## src/design/eg_pkg.sv

```systemverilog
// Package for the Euclid GCD block: default width and the command and status
// bundles between the controller and the datapath. No dependencies.
package eg_pkg;

    localparam int DATA_WIDTH_DEF = 32;

    // Commands from the controller to the datapath.
    typedef struct packed {
        logic load;       // capture a new operand pair
        logic step;       // one restoring division step
        logic next_iter;  // divisor becomes dividend, remainder becomes divisor
        logic out_write;  // move the result into the output register
    } dp_cmd_t;

    // Status from the datapath back to the controller.
    typedef struct packed {
        logic load_error;  // operand pair on the inputs is invalid
        logic rem_zero;    // remainder register is zero
        logic out_busy;    // output register holds a transaction that is stalled
    } dp_status_t;

endpackage

```

## src/design/euclid_gcd.sv

```systemverilog
// Euclid GCD top level: one transaction in, greatest common divisor out.
// An invalid pair goes straight to the result; otherwise the divider runs one pass
// per Euclid iteration until the remainder is zero.
// Throughput: one transaction at a time, set by the bit-serial divider that
// produces one quotient bit per cycle.
// Reset: rst_n (asynchronous, active low) idles the controller and empties the output register.
module euclid_gcd #(
    parameter int DATA_WIDTH = eg_pkg::DATA_WIDTH_DEF
) (
    input  logic                  clk,
    input  logic                  rst_n,
    input  logic                  in_valid,
    output logic                  in_stall,
    input  logic [DATA_WIDTH-1:0] operand_a,
    input  logic [DATA_WIDTH-1:0] operand_b,
    output logic                  out_valid,
    input  logic                  out_stall,
    output logic [DATA_WIDTH-2:0] gcd_value,
    output logic                  input_error
);
    import eg_pkg::*;

    // The controller and the datapath talk only through these two bundles.
    dp_cmd_t    cmd;
    dp_status_t status;

    // The controller takes a transaction only while idle. It runs the divider
    // for one full pass per Euclid iteration, checks the remainder, and then
    // either swaps the registers for the next pass or writes the result.
    eg_controller #(
        .DATA_WIDTH (DATA_WIDTH)
    ) u_controller (
        .clk      (clk),
        .rst_n    (rst_n),
        .in_valid (in_valid),
        .in_stall (in_stall),
        .cmd      (cmd),
        .status   (status)
    );

    // The datapath holds the dividend, divisor and remainder, plus an output
    // register, so a new transaction can be accepted while a result waits.
    eg_datapath #(
        .DATA_WIDTH (DATA_WIDTH)
    ) u_datapath (
        .clk         (clk),
        .rst_n       (rst_n),
        .operand_a   (operand_a),
        .operand_b   (operand_b),
        .cmd         (cmd),
        .status      (status),
        .out_stall   (out_stall),
        .out_valid   (out_valid),
        .gcd_value   (gcd_value),
        .input_error (input_error)
    );

`ifndef SYNTHESIS
    // An accepted transaction keeps the block busy in the next cycle.
    assert property (@(posedge clk) disable iff (!rst_n)
        (in_valid && !in_stall) |=> in_stall)
        else $error("input accepted but block not busy afterwards");

    // An error result carries a zero value.
    assert property (@(posedge clk) disable iff (!rst_n)
        (out_valid && input_error) |-> (gcd_value == '0))
        else $error("error result with nonzero value");

    // A valid result is never zero.
    assert property (@(posedge clk) disable iff (!rst_n)
        (out_valid && !input_error) |-> (gcd_value != '0))
        else $error("valid result with zero value");
`endif

endmodule

```

## src/design/eg_datapath.sv

```systemverilog
// Datapath of the Euclid GCD block: operand registers, a bit-serial
// restoring divider and the output register. Depends on eg_pkg.
module eg_datapath #(
    parameter int DATA_WIDTH = eg_pkg::DATA_WIDTH_DEF
) (
    input  logic                    clk,
    input  logic                    rst_n,
    input  logic [DATA_WIDTH-1:0]   operand_a,
    input  logic [DATA_WIDTH-1:0]   operand_b,
    input  eg_pkg::dp_cmd_t         cmd,
    output eg_pkg::dp_status_t      status,
    input  logic                    out_stall,
    output logic                    out_valid,
    output logic [DATA_WIDTH-2:0]   gcd_value,
    output logic                    input_error
);
    import eg_pkg::*;

    localparam int DW = DATA_WIDTH - 1;

    logic [DW-1:0] dvd_reg;
    logic [DW-1:0] div_reg;
    logic [DW-1:0] rem_reg;
    logic          err_reg;
    logic          out_valid_reg;
    logic [DW-1:0] gcd_reg;
    logic          err_out_reg;

    logic [DW-1:0] a_mag;
    logic [DW-1:0] b_mag;
    logic          a_bad;
    logic          b_bad;
    logic [DW:0]   trial;
    logic [DW:0]   diff;
    logic          fits;
    logic [DW-1:0] rem_next;

    assign a_mag = operand_a[DW-1:0];
    assign b_mag = operand_b[DW-1:0];
    assign a_bad = operand_a[DW] || (a_mag == '0);
    assign b_bad = operand_b[DW] || (b_mag == '0);

    // One restoring step: bring down the next dividend bit and subtract if it fits.
    assign trial    = {rem_reg, dvd_reg[DW-1]};
    assign diff     = trial - {1'b0, div_reg};
    assign fits     = (trial >= {1'b0, div_reg});
    assign rem_next = fits ? diff[DW-1:0] : trial[DW-1:0];

    always_ff @(posedge clk)
    begin
        if (cmd.load)
        begin
            err_reg <= a_bad || b_bad;
            rem_reg <= '0;
            if (a_mag >= b_mag)
            begin
                dvd_reg <= a_mag;
                div_reg <= b_mag;
            end
            else
            begin
                dvd_reg <= b_mag;
                div_reg <= a_mag;
            end
        end
        else if (cmd.step)
        begin
            rem_reg <= rem_next;
            dvd_reg <= {dvd_reg[DW-2:0], 1'b0};
        end
        else if (cmd.next_iter)
        begin
            dvd_reg <= div_reg;
            div_reg <= rem_reg;
            rem_reg <= '0;
        end
        if (cmd.out_write)
        begin
            gcd_reg     <= err_reg ? '0 : div_reg;
            err_out_reg <= err_reg;
        end
    end

    always_ff @(posedge clk or negedge rst_n)
    begin
        if (!rst_n)
        begin
            out_valid_reg <= 1'b0;
        end
        else if (cmd.out_write)
        begin
            out_valid_reg <= 1'b1;
        end
        else if (!out_stall)
        begin
            out_valid_reg <= 1'b0;
        end
    end

    assign status.load_error = a_bad || b_bad;
    assign status.rem_zero   = (rem_reg == '0);
    assign status.out_busy   = out_valid_reg && out_stall;

    assign out_valid   = out_valid_reg;
    assign gcd_value   = gcd_reg;
    assign input_error = err_out_reg;

endmodule

```

## src/design/eg_controller.sv

```systemverilog
// Controller of the Euclid GCD block: sequences loads, division steps,
// Euclid iterations and the result write. Depends on eg_pkg.
module eg_controller #(
    parameter int DATA_WIDTH = eg_pkg::DATA_WIDTH_DEF
) (
    input  logic                clk,
    input  logic                rst_n,
    input  logic                in_valid,
    output logic                in_stall,
    output eg_pkg::dp_cmd_t     cmd,
    input  eg_pkg::dp_status_t  status
);
    import eg_pkg::*;

    localparam int DW = DATA_WIDTH - 1;
    localparam int CW = $clog2(DW);

    typedef enum logic [3:0] {
        ST_IDLE   = 4'b0001,
        ST_DIVIDE = 4'b0010,
        ST_CHECK  = 4'b0100,
        ST_RESULT = 4'b1000
    } state_t;

    state_t        state_reg;
    state_t        state_next;
    logic [CW-1:0] count_reg;
    logic [CW-1:0] count_next;

    always_comb
    begin
        cmd        = '0;
        state_next = state_reg;
        count_next = count_reg;
        unique case (state_reg)
            ST_IDLE:
            begin
                if (in_valid)
                begin
                    cmd.load   = 1'b1;
                    count_next = '0;
                    state_next = status.load_error ? ST_RESULT : ST_DIVIDE;
                end
            end
            ST_DIVIDE:
            begin
                cmd.step   = 1'b1;
                count_next = count_reg + 1'b1;
                if (count_reg == CW'(DW - 1))
                begin
                    state_next = ST_CHECK;
                end
            end
            ST_CHECK:
            begin
                if (status.rem_zero)
                begin
                    state_next = ST_RESULT;
                end
                else
                begin
                    cmd.next_iter = 1'b1;
                    count_next    = '0;
                    state_next    = ST_DIVIDE;
                end
            end
            ST_RESULT:
            begin
                if (!status.out_busy)
                begin
                    cmd.out_write = 1'b1;
                    state_next    = ST_IDLE;
                end
            end
            default:
            begin
                state_next = ST_IDLE;
            end
        endcase
    end

    always_ff @(posedge clk or negedge rst_n)
    begin
        if (!rst_n)
        begin
            state_reg <= ST_IDLE;
            count_reg <= '0;
        end
        else
        begin
            state_reg <= state_next;
            count_reg <= count_next;
        end
    end

    assign in_stall = (state_reg != ST_IDLE);

endmodule
```

## config.mk

```make
export PLATFORM = sky130hd
export DESIGN_NAME = euclid_gcd
export DESIGN_NICKNAME = d
export VERILOG_FILES = /design/src/design/eg_pkg.sv /design/src/design/euclid_gcd.sv /design/src/design/eg_datapath.sv /design/src/design/eg_controller.sv
export SDC_FILE = /design/constraint.sdc
export NUM_CORES = 1
export LEC_CHECK = 0
export BUFFER_PORTS_ARGS = -buffer_cell sky130_fd_sc_hd__clkbuf_2
export CAP_MARGIN = 20
export CORE_MARGIN = 1.5
export CORE_UTILIZATION = 54
export CTS_CLUSTER_SIZE = 14
export DETAILED_ROUTE_END_ITERATION = 12
export PLACE_DENSITY = 0.77
export SYNTH_ARGS = -nofsm -noshare
export SYNTH_HDL_FRONTEND = slang
export SYNTH_SLANG_ARGS = --single-unit
```

## constraint.sdc

```tcl
create_clock -name clk -period 3 [get_ports clk]
set_input_delay 0 -clock clk [delete_from_list [all_inputs] [get_ports clk]]
set_output_delay 0 -clock clk [all_outputs]
set_load 0.01 [all_outputs]
```

; ---- Word-level counts from Yosys, hierarchy flattened
; Cells that the tools add are included.
[op_classes]
addsub = 2
multipliers = 0
div_mod_pow = 0
n_lt_le_gt_ge = 2
n_eq_ne = 12
n_shift = 0
mux = 29
bitwise = 0
n_reduce_logical = 14
[ops]
columns = op, count
row1 = $mux 31, 11
row2 = $logic_not 31->1, 3
row3 = $ge 32x31->1, 1
row4 = $ge 31x31->1, 1
row5 = $sub 31x31->31, 1
row6 = $mux 4, 5
row7 = $pmux 4 s4, 1
row8 = $pmux 5 s3, 1
row9 = $mux 5, 2
row10 = $mux 1, 9
row11 = $ne 2x1->1 const B, 3
row12 = $ne 2x2->1 const B, 3
row13 = $reduce_and 3->1, 2
row14 = $reduce_bool 3->1, 2
row15 = $add 5x1->5 const B, 1
row16 = $eq 5x5->1 const B, 1
row17 = $eq 4x1->1 const B, 1
row18 = $eq 4x2->1 const B, 1
row19 = $eq 4x3->1 const B, 1
row20 = $eq 4x4->1 const B, 1
row21 = $ne 4x1->1 const B, 1
row22 = $reduce_bool 2->1, 2
row23 = $logic_or 1x1->1, 3
row24 = $reduce_and 2->1, 1
row25 = $logic_and 1x1->1, 1
[word_totals]
regBits = 136
latchBits = 0
ramBits = 0
mem_bits_ro = 0
input_bits = 68
out_inout_bits = 34
wordCells = 68
mem_count = 0

; ---- Longest topological paths before layout
; Gate-level depths: netlist of run 1.
[depth]
word_depth = 6
depth_mapped = 14
ltp_nobuf = 13

; ---- Modules after synthesis
; A second synthesis of run 1 with hierarchy kept.
[unflattened]
hier_cells = 999
hier_area_um2 = 9187.6
[by_module_without_submodules]
columns = mod, n_inst, cells_each, area_per_inst_um2, seq_area_each_um2
row1 = eg_datapath, 1, 937, 8617.0, 3498.4
row2 = eg_controller, 1, 62, 570.5, 226.5

; ---- Worst setup path before layout of run 1
; No wires, ideal clock.
[synth_timing]
kind = register -> register
startpoint = register u_controller.state_reg[2]
endpoint = register u_datapath.dvd_reg[0], enable pin
setup_ns = 0.386
t_arrival_ns = 2.848
required_ns = 2.614
path_slack_ns = -0.233
stages_incl_launch_ff = 13
n_path_buf = 3
period_less_slack_ns = 3.233
path_cell_list = dfrtp_1 > buf_2 > nor2_1 > nand2_1 > nor2_1 > nand2_1 > inv_1 > a21oi_1 > inv_1 > nor2_1 > buf_2 > buf_2 > inv_1
[synth_rtl]
columns = item, line_no
row1 = start: declaration, eg_controller.sv:25  ; state_t state_reg;
row2 = start signal: assignment, eg_controller.sv:91  ; state_reg <= state_next;
row3 = end signal: assignment, eg_datapath.sv:57  ; dvd_reg <= a_mag;
row4 = end signal: assignment, eg_datapath.sv:62  ; dvd_reg <= b_mag;
row5 = end signal: assignment, eg_datapath.sv:69  ; dvd_reg <= {dvd_reg[DW-2:0], 1'b0};
row6 = end: declaration, eg_datapath.sv:21  ; logic [DW-1:0] dvd_reg;

; ---- Worst setup path after layout of run 1
[layout_timing]
startpoint = register u_datapath.dvd_reg[30]
endpoint = register u_datapath.rem_reg[23]
[layout_between]
elab_chain_cells = 3
elab_cells_between_ends = 4
cone_classes = 1 x add/sub / 1 x order compare / 2 x mux
[layout_lines]
columns = item, line_no
row1 = $sub 31x31->31 / $ge 32x31->1 (equally long branches), "eg_datapath.sv:45, eg_datapath.sv:46"
row2 = $mux 31 (*), eg_datapath.sv:47  ; assign rem_next = fits ? diff[DW-1:0] : trial[DW-1:0];
row3 = $mux 31 (*), eg_datapath.sv:66  ; else if (cmd.step)
row4 = end signal: assignment, eg_datapath.sv:68  ; rem_reg <= rem_next;
row5 = end: declaration, eg_datapath.sv:23  ; logic [DW-1:0] rem_reg;
; Mark *: on every way between the ends. The rest lies on a longest branch, timed or not.
; A chain may end at the register's enable or synchronous reset.

==> results by group, run 1 <==
Global routing
  – Most Crowded Layer GR: met1
  – Met3 Use GR: 4.98%
  – First-pass GRT wire length: about 37 mm
  – Met1 usage: 40.2%
  – Initial antenna violation count: 0
  – Vias in the first global route: 7111
  – GRT Util Overall: 27.0%
  – GR Overflow Total: 0
  – Largest net degree at the start of global routing: 95
  – Met2 usage: 39.7%

Place
  – Post-DP HPWL: roughly 17 mm
  – Inst Count DP: between 1000 and 1500
  – Port bufs: 101
  – Area after DPL: 10000 µm²
  – Placer Congestion: around 0.94
  – Pre-CTS WS: approximately 0.11 ns

Timing
  – Max Fclk: 0.348 GHz
  – Worst setup margin: 0.129 ns
  – Final Max Slew Viols: 0
  – TNS Setup: 0 ns
  – Final hold violations: 0
  – Worst slew pin tran: 0.850 ns
  – Setup Skew: 0.00984 ns
  – RSZ-0062 raised after global routing: no
  – Final setup fails: 0
  – Fin crit period: 2.87 ns
  – Final worst-path cycle share: 95.7%
  – Relative slew slack: 43.4%

Drt
  – WL/cell: 17.7 µm
  – Initial drt markers: 898
  – Post-Route WL: roughly 24 mm
  – DRT antenna net count: 0
  – DR vias/cell: 5.94
  – DRC errors left: 0
  – DR vias: 7894
  – DR pass1 iterations: 7

Clocking
  – TritonCTS Buffers: 17
  – CTS root buf: clkbuf_16
  – CTS tree: built
  – Worst skew pair latency: 0.43 ns
  – H-tree depth: 4
  – Clock slew at reported path FFs: 0.06 ns
  – CTS max path bufs: 2
  – Clock tree sinks: 136

Worst setup path
  – CP Class: flop to flop
  – Slowest stage cell on the critical path: edfxtp_1
  – R2r worst-path depth: 13
  – Top delay family on crit path: compound AO/OA/AOI/OAI gates
  – Most Frequent Cell on Critical Path: inv_1
  – Worst setup path end: u_datapath.rem_reg[23]
  – R2R Path Start: u_datapath.dvd_reg[30]
  – Largest stage delay, worst path: 0.39 ns
  – CP max FO: 21
  – RR Endpoint: u_datapath.rem_reg[23]
  – CP startpoint: u_datapath.dvd_reg[30]
  – Worst setup SP type: flop
  – R2r setup slk: 0.13 ns
  – Crit path cell chain: inv_1 -> ha_1 -> inv_1 -> fa_2 -> a211oi_2 -> o21ai_1 -> or3b_4 -> nand2_4 -> o211ai_1 -> a31o_2 -> buf_12 -> mux2i_1 -> o21ai_0
  – CP bufs+invs: 3
  – Worst EP arrival: 3.16 ns
  – Stages on worst setup path: 13
  – Endpoint class of the critical path: flop
  – Req. time, crit path: 3.29 ns

Die
  – Starting Density: 55.0%
  – Die Wd: 133 µm
  – Core area: 16500 µm²
  – Die ar.: between 15000 and 20000 µm²
  – Die height: 133 µm
  – Std-Cell Rows: 47
  – Top-level I/O count: slightly above 100

Synth
  – #FFs+latches synth: 136
  – Asr flop ratio synth: 7.35%
  – Sequential fraction of the synthesis area: 41.1%
  – Syn avg cell area: ~9.4 µm²
  – Synth Flop Type: edfxtp_1
  – Gate Count Post-Synth: 966
  – Syn. warnings: 0
  – Area contributors post-synth: edfxtp_1 31%, mux2i_1 11%, ha_1 8.8%, dfxtp_1 6.9%, a21oi_1 4.6%
  – Top cell type by total area after synthesis: edfxtp_1
  – Top cell type's share of synthesized area: 31.5%
  – Post-synth net total: 1099
  – EDFF count, synth: 95
  – Synth cell types: 65
  – Mapped Area: 9060 µm²

Finish
  – Synthesis-to-layout area growth: 19.8%
  – Post-Layout Inst Area: 10900 µm²
  – Final net count: 1229
  – ANT cells: 0
  – Share of layout cells above drive strength 1: between 10% and 20%
  – Non-Filler Instances: about 1300

Power
  – Peak supply drop: 0.430 mV
  – Power Dens Cells: about 540 nW/µm²
  – Pleak: 5.02 nW
  – Tot Pwr: ~6 mW

Worst hold path
  – Hold Crit Class: input port to flop
  – Hold Crit Start: operand_a[6]

Flow run
  – Max-cap violations: 0

Status
  – Status: complete, no violations
[repair_timing]
action	in CTS	in global routing
setup buffers	0	2
hold buffers	12	0
setup endpoints to repair	0	27
gates resized for setup	0	6
hold endpoints to repair	19	0
[synthesized netlist by cell type (11+ instances only)]
cell	number
a21o_1	25
a21oi_1	83
buf_2	12
clkbuf_1	23
dfxtp_1	31
edfxtp_1	95
ha_1	64
inv_1	84
mux2i_1	102
nand2_1	68
nand3_1	11
nand4_1	22
nor2_1	98
nor3_1	17
nor4_1	24
o21ai_0	68
o21ai_1	14
xnor2_1	12
xor2_1	17
[final cells by class]
cell class	instances	area, µm²
Fill cell	1324	5620
Multi-Input combinational cell	700	4850
Sequential cell	136	3730
Timing Repair Buffer	157	1070
Clock buffer	19	433
Inverter	84	323
Tap cell	220	275
Clock inverter	13	171
[kinds of logic after synthesis]
kind of cell	synth area share [%]
muxes	11.3
buffers and inverters	5.93
xor gates and xnor gates	2.80
adders and majority gates	9.06
and+or+nand+nor	13.3
AOI/OAI and AO/OA	16.5
DFF	41.1
[layout by cell type, fill, tap and decap left out, types with 23 or more instances in the layout]
cell type / n
nand2_1: 67
a21o_1: 25
mux2i_1: 102
nor2_1: 97
buf_4: 36
dfxtp_1: 29
a21oi_1: 80
edfxtp_1: 95
o21ai_0: 67
inv_1: 82
ha_1: 64
nor4_1: 23
clkbuf_2: 101
[worst register-to-register path, cell delays in order, from the launching register on]
cell,delay [ns]
edfxtp_1,0.39
inv_1,0.07
ha_1,0.17
inv_1,0.06
fa_2,0.37
a211oi_2,0.28
o21ai_1,0.10
or3b_4,0.26
nand2_4,0.07
o211ai_1,0.20
a31o_2,0.29
buf_12,0.20
mux2i_1,0.19
o21ai_0,0.08
[worst min path at each step]
stage / end / slack [ns] / depth (start not counted)
finish: u_datapath.dvd_reg[6] / 0.005 / 3
global route: u_datapath.dvd_reg[26] / 0.01 / 3
CTS: u_datapath.dvd_reg[11] / 0.0005 / 3
detailed placement: u_datapath.out_valid / -0.12 / 1
global placement: u_datapath.out_valid / -0.12 / 1
floorplan: u_controller.count_reg[0] / -0.30 / 0
[power by group]
part / switching (mW) / internal [mW]
clock network: 0.846 / 1.32
registers: 0.0707 / 2.27
logic: 0.838 / 0.521
total: 1.75 / 4.10
[stage by stage]
stage               utilization (%)  hold slack (ns)
detailed placement             61.0           -0.119
finish                         65.9          0.00500
floorplan                         -           -0.296
global route                   65.9           0.0104
global placement               61.0           -0.121
CTS                            65.4         0.000519
[layer usage]
| metal | share of wire, % | wire (µm) |
|---|---|---|
| met5 | 0 | 0 |
| met4 | 1.7 | 391 |
| met3 | 9.1 | 2140 |
| met2 | 43 | 10200 |
| met1 | 46 | 10800 |
No activity file was read; power rests on OpenSTA's default activity.
==> inputs of run 2 (changes only) <==
--- a/config.mk
+++ b/config.mk
@@ -8,10 +8,9 @@
 export BUFFER_PORTS_ARGS = -buffer_cell sky130_fd_sc_hd__clkbuf_2
 export CAP_MARGIN = 20
 export CORE_MARGIN = 1.5
-export CORE_UTILIZATION = 54
+export CORE_UTILIZATION = 35
 export CTS_CLUSTER_SIZE = 14
 export DETAILED_ROUTE_END_ITERATION = 12
-export PLACE_DENSITY = 0.77
 export SYNTH_ARGS = -nofsm -noshare
 export SYNTH_HDL_FRONTEND = slang
 export SYNTH_SLANG_ARGS = --single-unit
==> run 2 against run 1 <==
- die area is 53% higher
- combinational power hardly changed
- setup slack better by 0.019 ns
- highest routed layer unchanged
- critical endpoint is now u_datapath.rem_reg[5]
- total power is 2.0% higher
- non-clock buffer count is 8 lower
- critical path depth stayed put
- global-route usage is 8.6 points lower
==> results by group, run 2 (same netlist as run 1, synthesis figures left out) <==
Die
  – Die ar.: 26900 µm² (+53%)
  – Die height: 164 µm (+24%)
  – Core area: 25300 µm² (+54%)
  – Top-level I/O count: 102 (unchanged)
  – Std-Cell Rows: 58 (+23%)
  – Die Wd: 164 µm (+24%)
  – Starting Density: 35.8% (-19 points)

Finish
  – Most frequent cells in the layout: 102 x mux2i_1, 101 x clkbuf_2, 97 x nor2_1
  – Share of layout cells above drive strength 1: 17.7% (-0.68 points)
  – Most common cell after layout, fill and taps aside: mux2i_1
  – Layout Utilization: 43.1% (-23 points)
  – Final net count: 1221 (-0.65%)
  – ANT cells: 0 (unchanged)
  – Synthesis-to-layout area growth: 20.6%

Clocking
  – Clock slew at reported path FFs: 0.06 ns (about the same)
  – Clock tree sinks: 136 (unchanged)
  – H-tree depth: 4 (unchanged)
  – CTS root buf: clkbuf_16
  – CTS tree: built
  – TritonCTS Buffers: 17 (unchanged)
  – CTS max path bufs: 2 (unchanged)
  – Worst skew pair latency: 0.43 ns (about the same)

Worst setup path
  – CP max FO: 16 (-24%)
  – Worst EP arrival: 3.20 ns (+0.04 ns)
  – Req. time, crit path: 3.35 ns (+0.06 ns)
  – CP Class: flop to flop
  – Worst setup SP type: flop
  – Endpoint class of the critical path: flop
  – R2r worst-path depth: 13 (unchanged)

Global routing
  – Initial antenna violation count: 0 (unchanged)
  – Vias in the first global route: 7141 (+0.42%)
  – First-pass GRT wire length: 38.5 mm (+2.9%)
  – Largest net degree at the start of global routing: 95 (unchanged)
  – GRT Util Overall: 18.4% (-8.6 points)
  – GR Overflow Total: 0 (unchanged)

Timing
  – Fin crit period: 2.85 ns (-0.0191 ns)
  – Final hold violations: 0 (unchanged)
  – Final setup fails: 0 (unchanged)
  – Relative slew slack: 58.1% (+15 points)
  – Worst setup margin: 0.148 ns (+0.0191 ns)
  – Max Fclk: 0.351 GHz (+0.67%)
  – Final Max Slew Viols: 0 (unchanged)
  – Worst slew pin tran: 0.623 ns (-0.227 ns)
  – Setup Skew: 0.00918 ns (-0.000653 ns)
  – Final worst-path cycle share: 95.1% (-0.64 points)
  – RSZ-0062 raised after global routing: no

Power
  – Power share of the combinational group: 22.6% (-0.6 points)
  – Switching portion of total power: 28.6% (-1.3 points)
  – Peak supply drop: 0.291 mV (-32%)
  – Pint: 4.26 mW (+3.9%)
  – Psw: 1.71 mW (-2.5%)
  – Power Dens Cells: 547 nW/µm² (+1.3%)
  – Seq pwr share: 39.0% (-0.9 points)
  – Clock power share: 38.4% (+1.5 points)
  – Pleak: 4.98 nW (-0.82%)

Status
  – Status: complete, no violations

Place
  – Post-DP HPWL: 18.3 mm (+7.5%)
  – Pre-CTS WS: 0.108 ns (-0.00626 ns)
  – Port bufs: 101 (unchanged)
  – Placer Congestion: 0.870 (-7.9%)

Worst hold path
  – Hold Path Depth: 3 (unchanged)
  – Hold Crit Class: input port to flop

Drt
  – DRC errors left: 0 (unchanged)
  – DR vias/cell: 5.23 (-12%)
  – DR vias: 7491 (-5.1%)
  – Initial drt markers: 532 (-41%)
  – DRT antenna net count: 0 (unchanged)
  – DR pass1 iterations: 5 (-2)
  – Post-Route WL: 24.0 mm (+2.2%)
  – WL/cell: 16.8 µm (-5.1%)

Flow run
  – Max-cap violations: 0 (unchanged)
run 2: worst max-delay path: stages (launching register included):
cell and delay, ns:
edfxtp_1 0.45, ha_1 0.25, inv_1 0.07, fa_2 0.23
a211oi_2 0.08, o21ai_0 0.17, or3b_4 0.43, nand2_4 0.11
o211ai_1 0.11, a31o_2 0.28, buf_6 0.17, nor3_1 0.20
a21oi_1 0.06, o21ai_1 0.15
run 2: through the flow:
stage          instance area [µm²]  TNS [ns]  hold WS [ns]  std cells  power, mW
2_1_floorplan                 9090    -0.972        -0.296        966       3.25
4_1_cts                      10900         0       0.00137       1430       6.00
5_1_grt                      10900         0        0.0104       1431       6.23
6_report                     10900         0       0.00648       1431       5.98
3_3_place_gp                 10100         0        -0.115       1384       3.67
3_5_place_dp                 10100         0        -0.117       1384       3.68
run 2: final timing paths:
path,slack (ns),startpoint,end
setup / recovery,0.15,u_datapath.div_reg[0],u_datapath.rem_reg[5]
hold / removal,0.006,operand_b[17],u_datapath.dvd_reg[17]
setup reg to reg,0.15,u_datapath.div_reg[0],u_datapath.rem_reg[5]
hold reg to reg,0.51,u_datapath.rem_reg[28],u_datapath.rem_reg[28]
max in group asynchronous,2.04,rst_n,u_controller.count_reg[3]
min in group asynchronous,0.07,rst_n,u_controller.state_reg[0]
run 2: power groups by stage:
stage / clock network (mW) / registers [mW] / logic (mW)
CTS: 2.32 / 2.33 / 1.34
global route: 2.39 / 2.35 / 1.49
finish: 2.30 / 2.33 / 1.35
floorplan: 0 / 2.36 / 0.890
global placement: 0 / 2.36 / 1.31
detailed placement: 0 / 2.37 / 1.32
run 2: cell type report:
type / count / area [µm²]
Clock buffer: 18 / 439
Clock inverter: 14 / 204
Fill cell: 2457 / 14400
Inverter: 84 / 323
Multi-Input combinational cell: 700 / 4850
Sequential cell: 136 / 3730
Tap cell: 330 / 413
Timing Repair Buffer: 149 / 962
run 2: what timing repair did:
action                                  4_1_cts  5_1_grt
buffers inserted                              0        1
endpoints found under the setup margin        0       31
resized for setup                             0        6
endpoints found under the hold margin        18        0
hold buffers                                 14        0
run 2: per-layer routing:
metal	vias up	wire length [µm]	GRT usage, %	part of all wire (%)
met2	206	10000	26.1	42
met5	-	0	0	0
met1	3513	12500	28.3	52
li1	3754	-	-	-
met3	18	1270	3.01	5.3
met4	0	248	5.04	1.0
==> inputs of run 3 (changes only) <==
--- a/config.mk
+++ b/config.mk
@@ -5,6 +5,7 @@
 export SDC_FILE = /design/constraint.sdc
 export NUM_CORES = 1
 export LEC_CHECK = 0
+export ABC_AREA = 1
 export BUFFER_PORTS_ARGS = -buffer_cell sky130_fd_sc_hd__clkbuf_2
 export CAP_MARGIN = 20
 export CORE_MARGIN = 1.5
==> run 3 against run 2 <==
- critical path depth rose by 2
- setup slack improved by 0.20 ns
- via count increased by 34%
- critical endpoint is now u_datapath.rem_reg[0]
==> results by group, run 3 <==
Clocking
  – CTS root buf: clkbuf_16
  – Worst skew pair latency: 0.43 ns (about the same)
  – TritonCTS Buffers: 17 (unchanged)
  – Hold_buf cts: 17 (+3)
  – Post-CTS setup buffer count: 0 (unchanged)
  – CTS max path bufs: 2 (unchanged)
  – Cts repair resizes: 0 (unchanged)
  – H-tree depth: 4 (unchanged)
  – Clock slew at reported path FFs: 0.06 ns (about the same)
  – CTS tree: built
  – Clock tree sinks: 136 (unchanged)

Die
  – Starting Density: 35.4% (-0.39 points)
  – Die ar.: 30900 µm² (+15%)
  – Core area: 29600 µm² (+17%)
  – Std-Cell Rows: 63 (+8.6%)
  – Top-level I/O count: 102 (unchanged)
  – Die Wd: 176 µm (+7.3%)
  – Die height: 176 µm (+7.3%)

Finish
  – Most frequent cells in the layout: 547 x nand2_1, 253 x inv_1, 219 x nand3_1
  – Reg area: 3720 µm² (about the same)
  – Layout fillers: 3096 (+26%)
  – Share of layout cells above drive strength 1: 10.3% (-7.4 points)
  – Synthesis-to-layout area growth: 15.6%
  – Multi-input gate area: 5520 µm² (+14%)
  – Layout Utilization: 40.9% (-2.2 points)
  – Final net count: 1789 (+47%)
  – Most common cell after layout, fill and taps aside: nand2_1
  – ANT cells: 0 (unchanged)

Status
  – Status: complete, no violations

Drt
  – WL/cell: 14.6 µm (-13%)
  – DRT antenna net count: 0 (unchanged)
  – DRC errors left: 0 (unchanged)
  – DR pass1 iterations: 6 (+1)
  – Initial drt markers: 799 (+50%)
  – DR vias: 10000 (+34%)
  – DR vias/cell: 4.87 (-6.9%)
  – Post-Route WL: 30.0 mm (+25%)

Flow run
  – Max-cap violations: 0 (unchanged)

Synth
  – Most frequent cell after synthesis: nand2_1
  – Synth Flop Type: edfxtp_1
  – Syn avg cell area: 6.72 µm² (-28%)
  – Synth Area in Simple Gates: 38.1% (+25 points)
  – Post-synth net total: 1690 (+54%)
  – Main combinational cell family by area after synthesis: simple AND/OR/NAND/NOR gates
  – Mux cell area share after synthesis: 0% (-11 points)
  – Synth cell types: 41 (-37%)
  – Top cell types by occurrence after synthesis: 548 x nand2_1, 253 x inv_1, 219 x nand3_1, 99 x nor2_1, 95 x edfxtp_1
  – #FFs+latches synth: 136 (unchanged)
  – Syn. warnings: 0 (unchanged)
  – Asr flop ratio synth: 7.35% (unchanged)
  – Top cell type by total area after synthesis: edfxtp_1
  – Mapped Area: 10500 µm² (+15%)
  – XOR/XNOR share of the synthesized area: 1.34% (-1.5 points)
  – Gate Count Post-Synth: 1557 (+61%)
  – Compound-Gate Fraction of Synth Area: 5.31% (-11 points)
  – Top cell type's share of synthesized area: 27.3% (-4.2 points)
  – Sequential fraction of the synthesis area: 35.6% (-5.5 points)
  – EDFF count, synth: 95 (unchanged)
  – Area contributors post-synth: edfxtp_1 27%, nand2_1 20%, nand3_1 10%, inv_1 9.1%, ha_1 7.7%
  – Adder-Cell Fraction of Synth Area: 7.85% (-1.2 points)

Timing
  – Final hold violations: 0 (unchanged)
  – TNS Setup: 0 ns (unchanged)
  – Worst slew pin tran: 0.626 ns (+0.00358 ns)
  – Final Max Slew Viols: 0 (unchanged)
  – Setup Skew: 0.00917 ns (-0.0000134 ns)
  – Relative slew slack: 58.3% (+0.14 points)
  – Worst setup margin: 0.343 ns (+0.195 ns)
  – Hold WS: 0.0107 ns (+0.00423 ns)
  – Max Fclk: 0.376 GHz (+7.3%)
  – RSZ-0062 raised after global routing: no
  – Fin crit period: 2.66 ns (-0.195 ns)
  – Final worst-path cycle share: 88.6% (-6.5 points)
  – Final setup fails: 0 (unchanged)

Global routing
  – Vias in the first global route: 9290 (+30%)
  – GRT Util Overall: 19.9% (+1.5 points)
  – GR Overflow Total: 0 (unchanged)
  – Largest net degree at the start of global routing: 64 (-33%)
  – First-pass GRT wire length: 48.4 mm (+26%)
  – Initial antenna violation count: 0 (unchanged)

Worst setup path
  – Largest stage delay, worst path: 0.44 ns (about the same)
  – CP Class: flop to flop
  – Req. time, crit path: 3.28 ns (-0.07 ns)
  – Worst EP arrival: 2.94 ns (-0.26 ns)
  – Most Frequent Cell on Critical Path: nand3_1
  – Slowest stage cell on the critical path: fa_1
  – Endpoint class of the critical path: flop
  – CP max FO: 31 (+15)
  – R2r worst-path depth: 15 (+2)
  – Crit path cell chain: inv_1 -> ha_1 -> inv_1 -> fa_1 -> nand3_1 -> nand3_1 -> nand2_1 -> nand2_2 -> nand2_1 -> nand3_1 -> nand2_2 -> buf_4 -> nand3_1 -> nand3_1 -> o21ai_0
  – Worst setup SP type: flop

Place
  – Pre-CTS WS: 0.395 ns (+0.288 ns)
  – Post-DP HPWL: 23.7 mm (+29%)
  – Port bufs: 101 (unchanged)
  – Placer Congestion: 0.928 (+6.7%)

Worst hold path
  – Hold Path Depth: 5 (+2)
  – Hold Crit Class: input port to flop

Power
  – Pleak: 6.30 nW (+27%)
  – Peak supply drop: 0.342 mV (+18%)
  – Power Dens Cells: 369 nW/µm² (-33%)
  – Tot Pwr: 4.46 mW (-25%)
[run 3: cell count changes after synthesis, sizes merged, moves of 52 or more]
cell	delta
inv	+175
a21oi	-52
nand3	+209
nand2	+482
o21ai	-60
mux2i	-102
[run 3: area by class of cell]
type | count | share of cell area [%]
sequential | 136 | 30.8
inverter | 260 | 8.07
clock inverter | 15 | 1.18
multi-input combinational | 1106 | 45.6
timing repair buffer | 135 | 6.75
tap | 390 | 4.04
clock buffer | 17 | 3.52
[run 3: power breakdown]
part / internal [mW] / switching (mW)
Combinational: 0.167 / 0.258
Clock: 1.16 / 0.878
Sequential: 1.99 / 0.00658
Total: 3.31 / 1.14
[run 3: logic make-up after synthesis]
kind of cell	count (synthesis)
adders and majority gates	65
and+or+nand+nor	933
AOI/OAI and AO/OA	92
DFF	136
xor gates and xnor gates	16
buffers and inverters	315
[run 3: per-stage QoR]
step	instances	instance area, µm²
final	2059	12100
after global routing	2059	12100
after CTS	2059	12100
after detailed placement	2010	11300
after global placement	2010	11300
after floorplan	1557	10500
[run 3: final timing paths]
check / startpoint / to / slack [ns]
setup / recovery: u_datapath.dvd_reg[30] / u_datapath.rem_reg[0] / 0.34
hold / removal: operand_a[27] / u_datapath.dvd_reg[27] / 0.01
setup reg to reg: u_datapath.dvd_reg[30] / u_datapath.rem_reg[0] / 0.34
hold reg to reg: u_datapath.rem_reg[15] / u_datapath.rem_reg[15] / 0.49
max in group asynchronous: rst_n / u_controller.count_reg[0] / 2.01
min in group asynchronous: rst_n / u_controller.state_reg[0] / 0.09
[run 3: layer usage]
layer | up-vias | part of all wire [%] | track usage, %
met5 | - | 0 | 0
met4 | 0 | 2.3 | 6.84
met3 | 38 | 4.9 | 2.14
met2 | 291 | 44 | 31.3
met1 | 4503 | 49 | 28.1
li1 | 5202 | - | -
[run 3: critical path: cells and delay by family, from the launching register on]
family                     cells  cell delay (ns)
and+or+nand+nor                9             0.99
adders and majority gates      2             0.58
buffers and inverters          3             0.49
DFF                            1             0.35
AOI/OAI and AO/OA              1             0.10
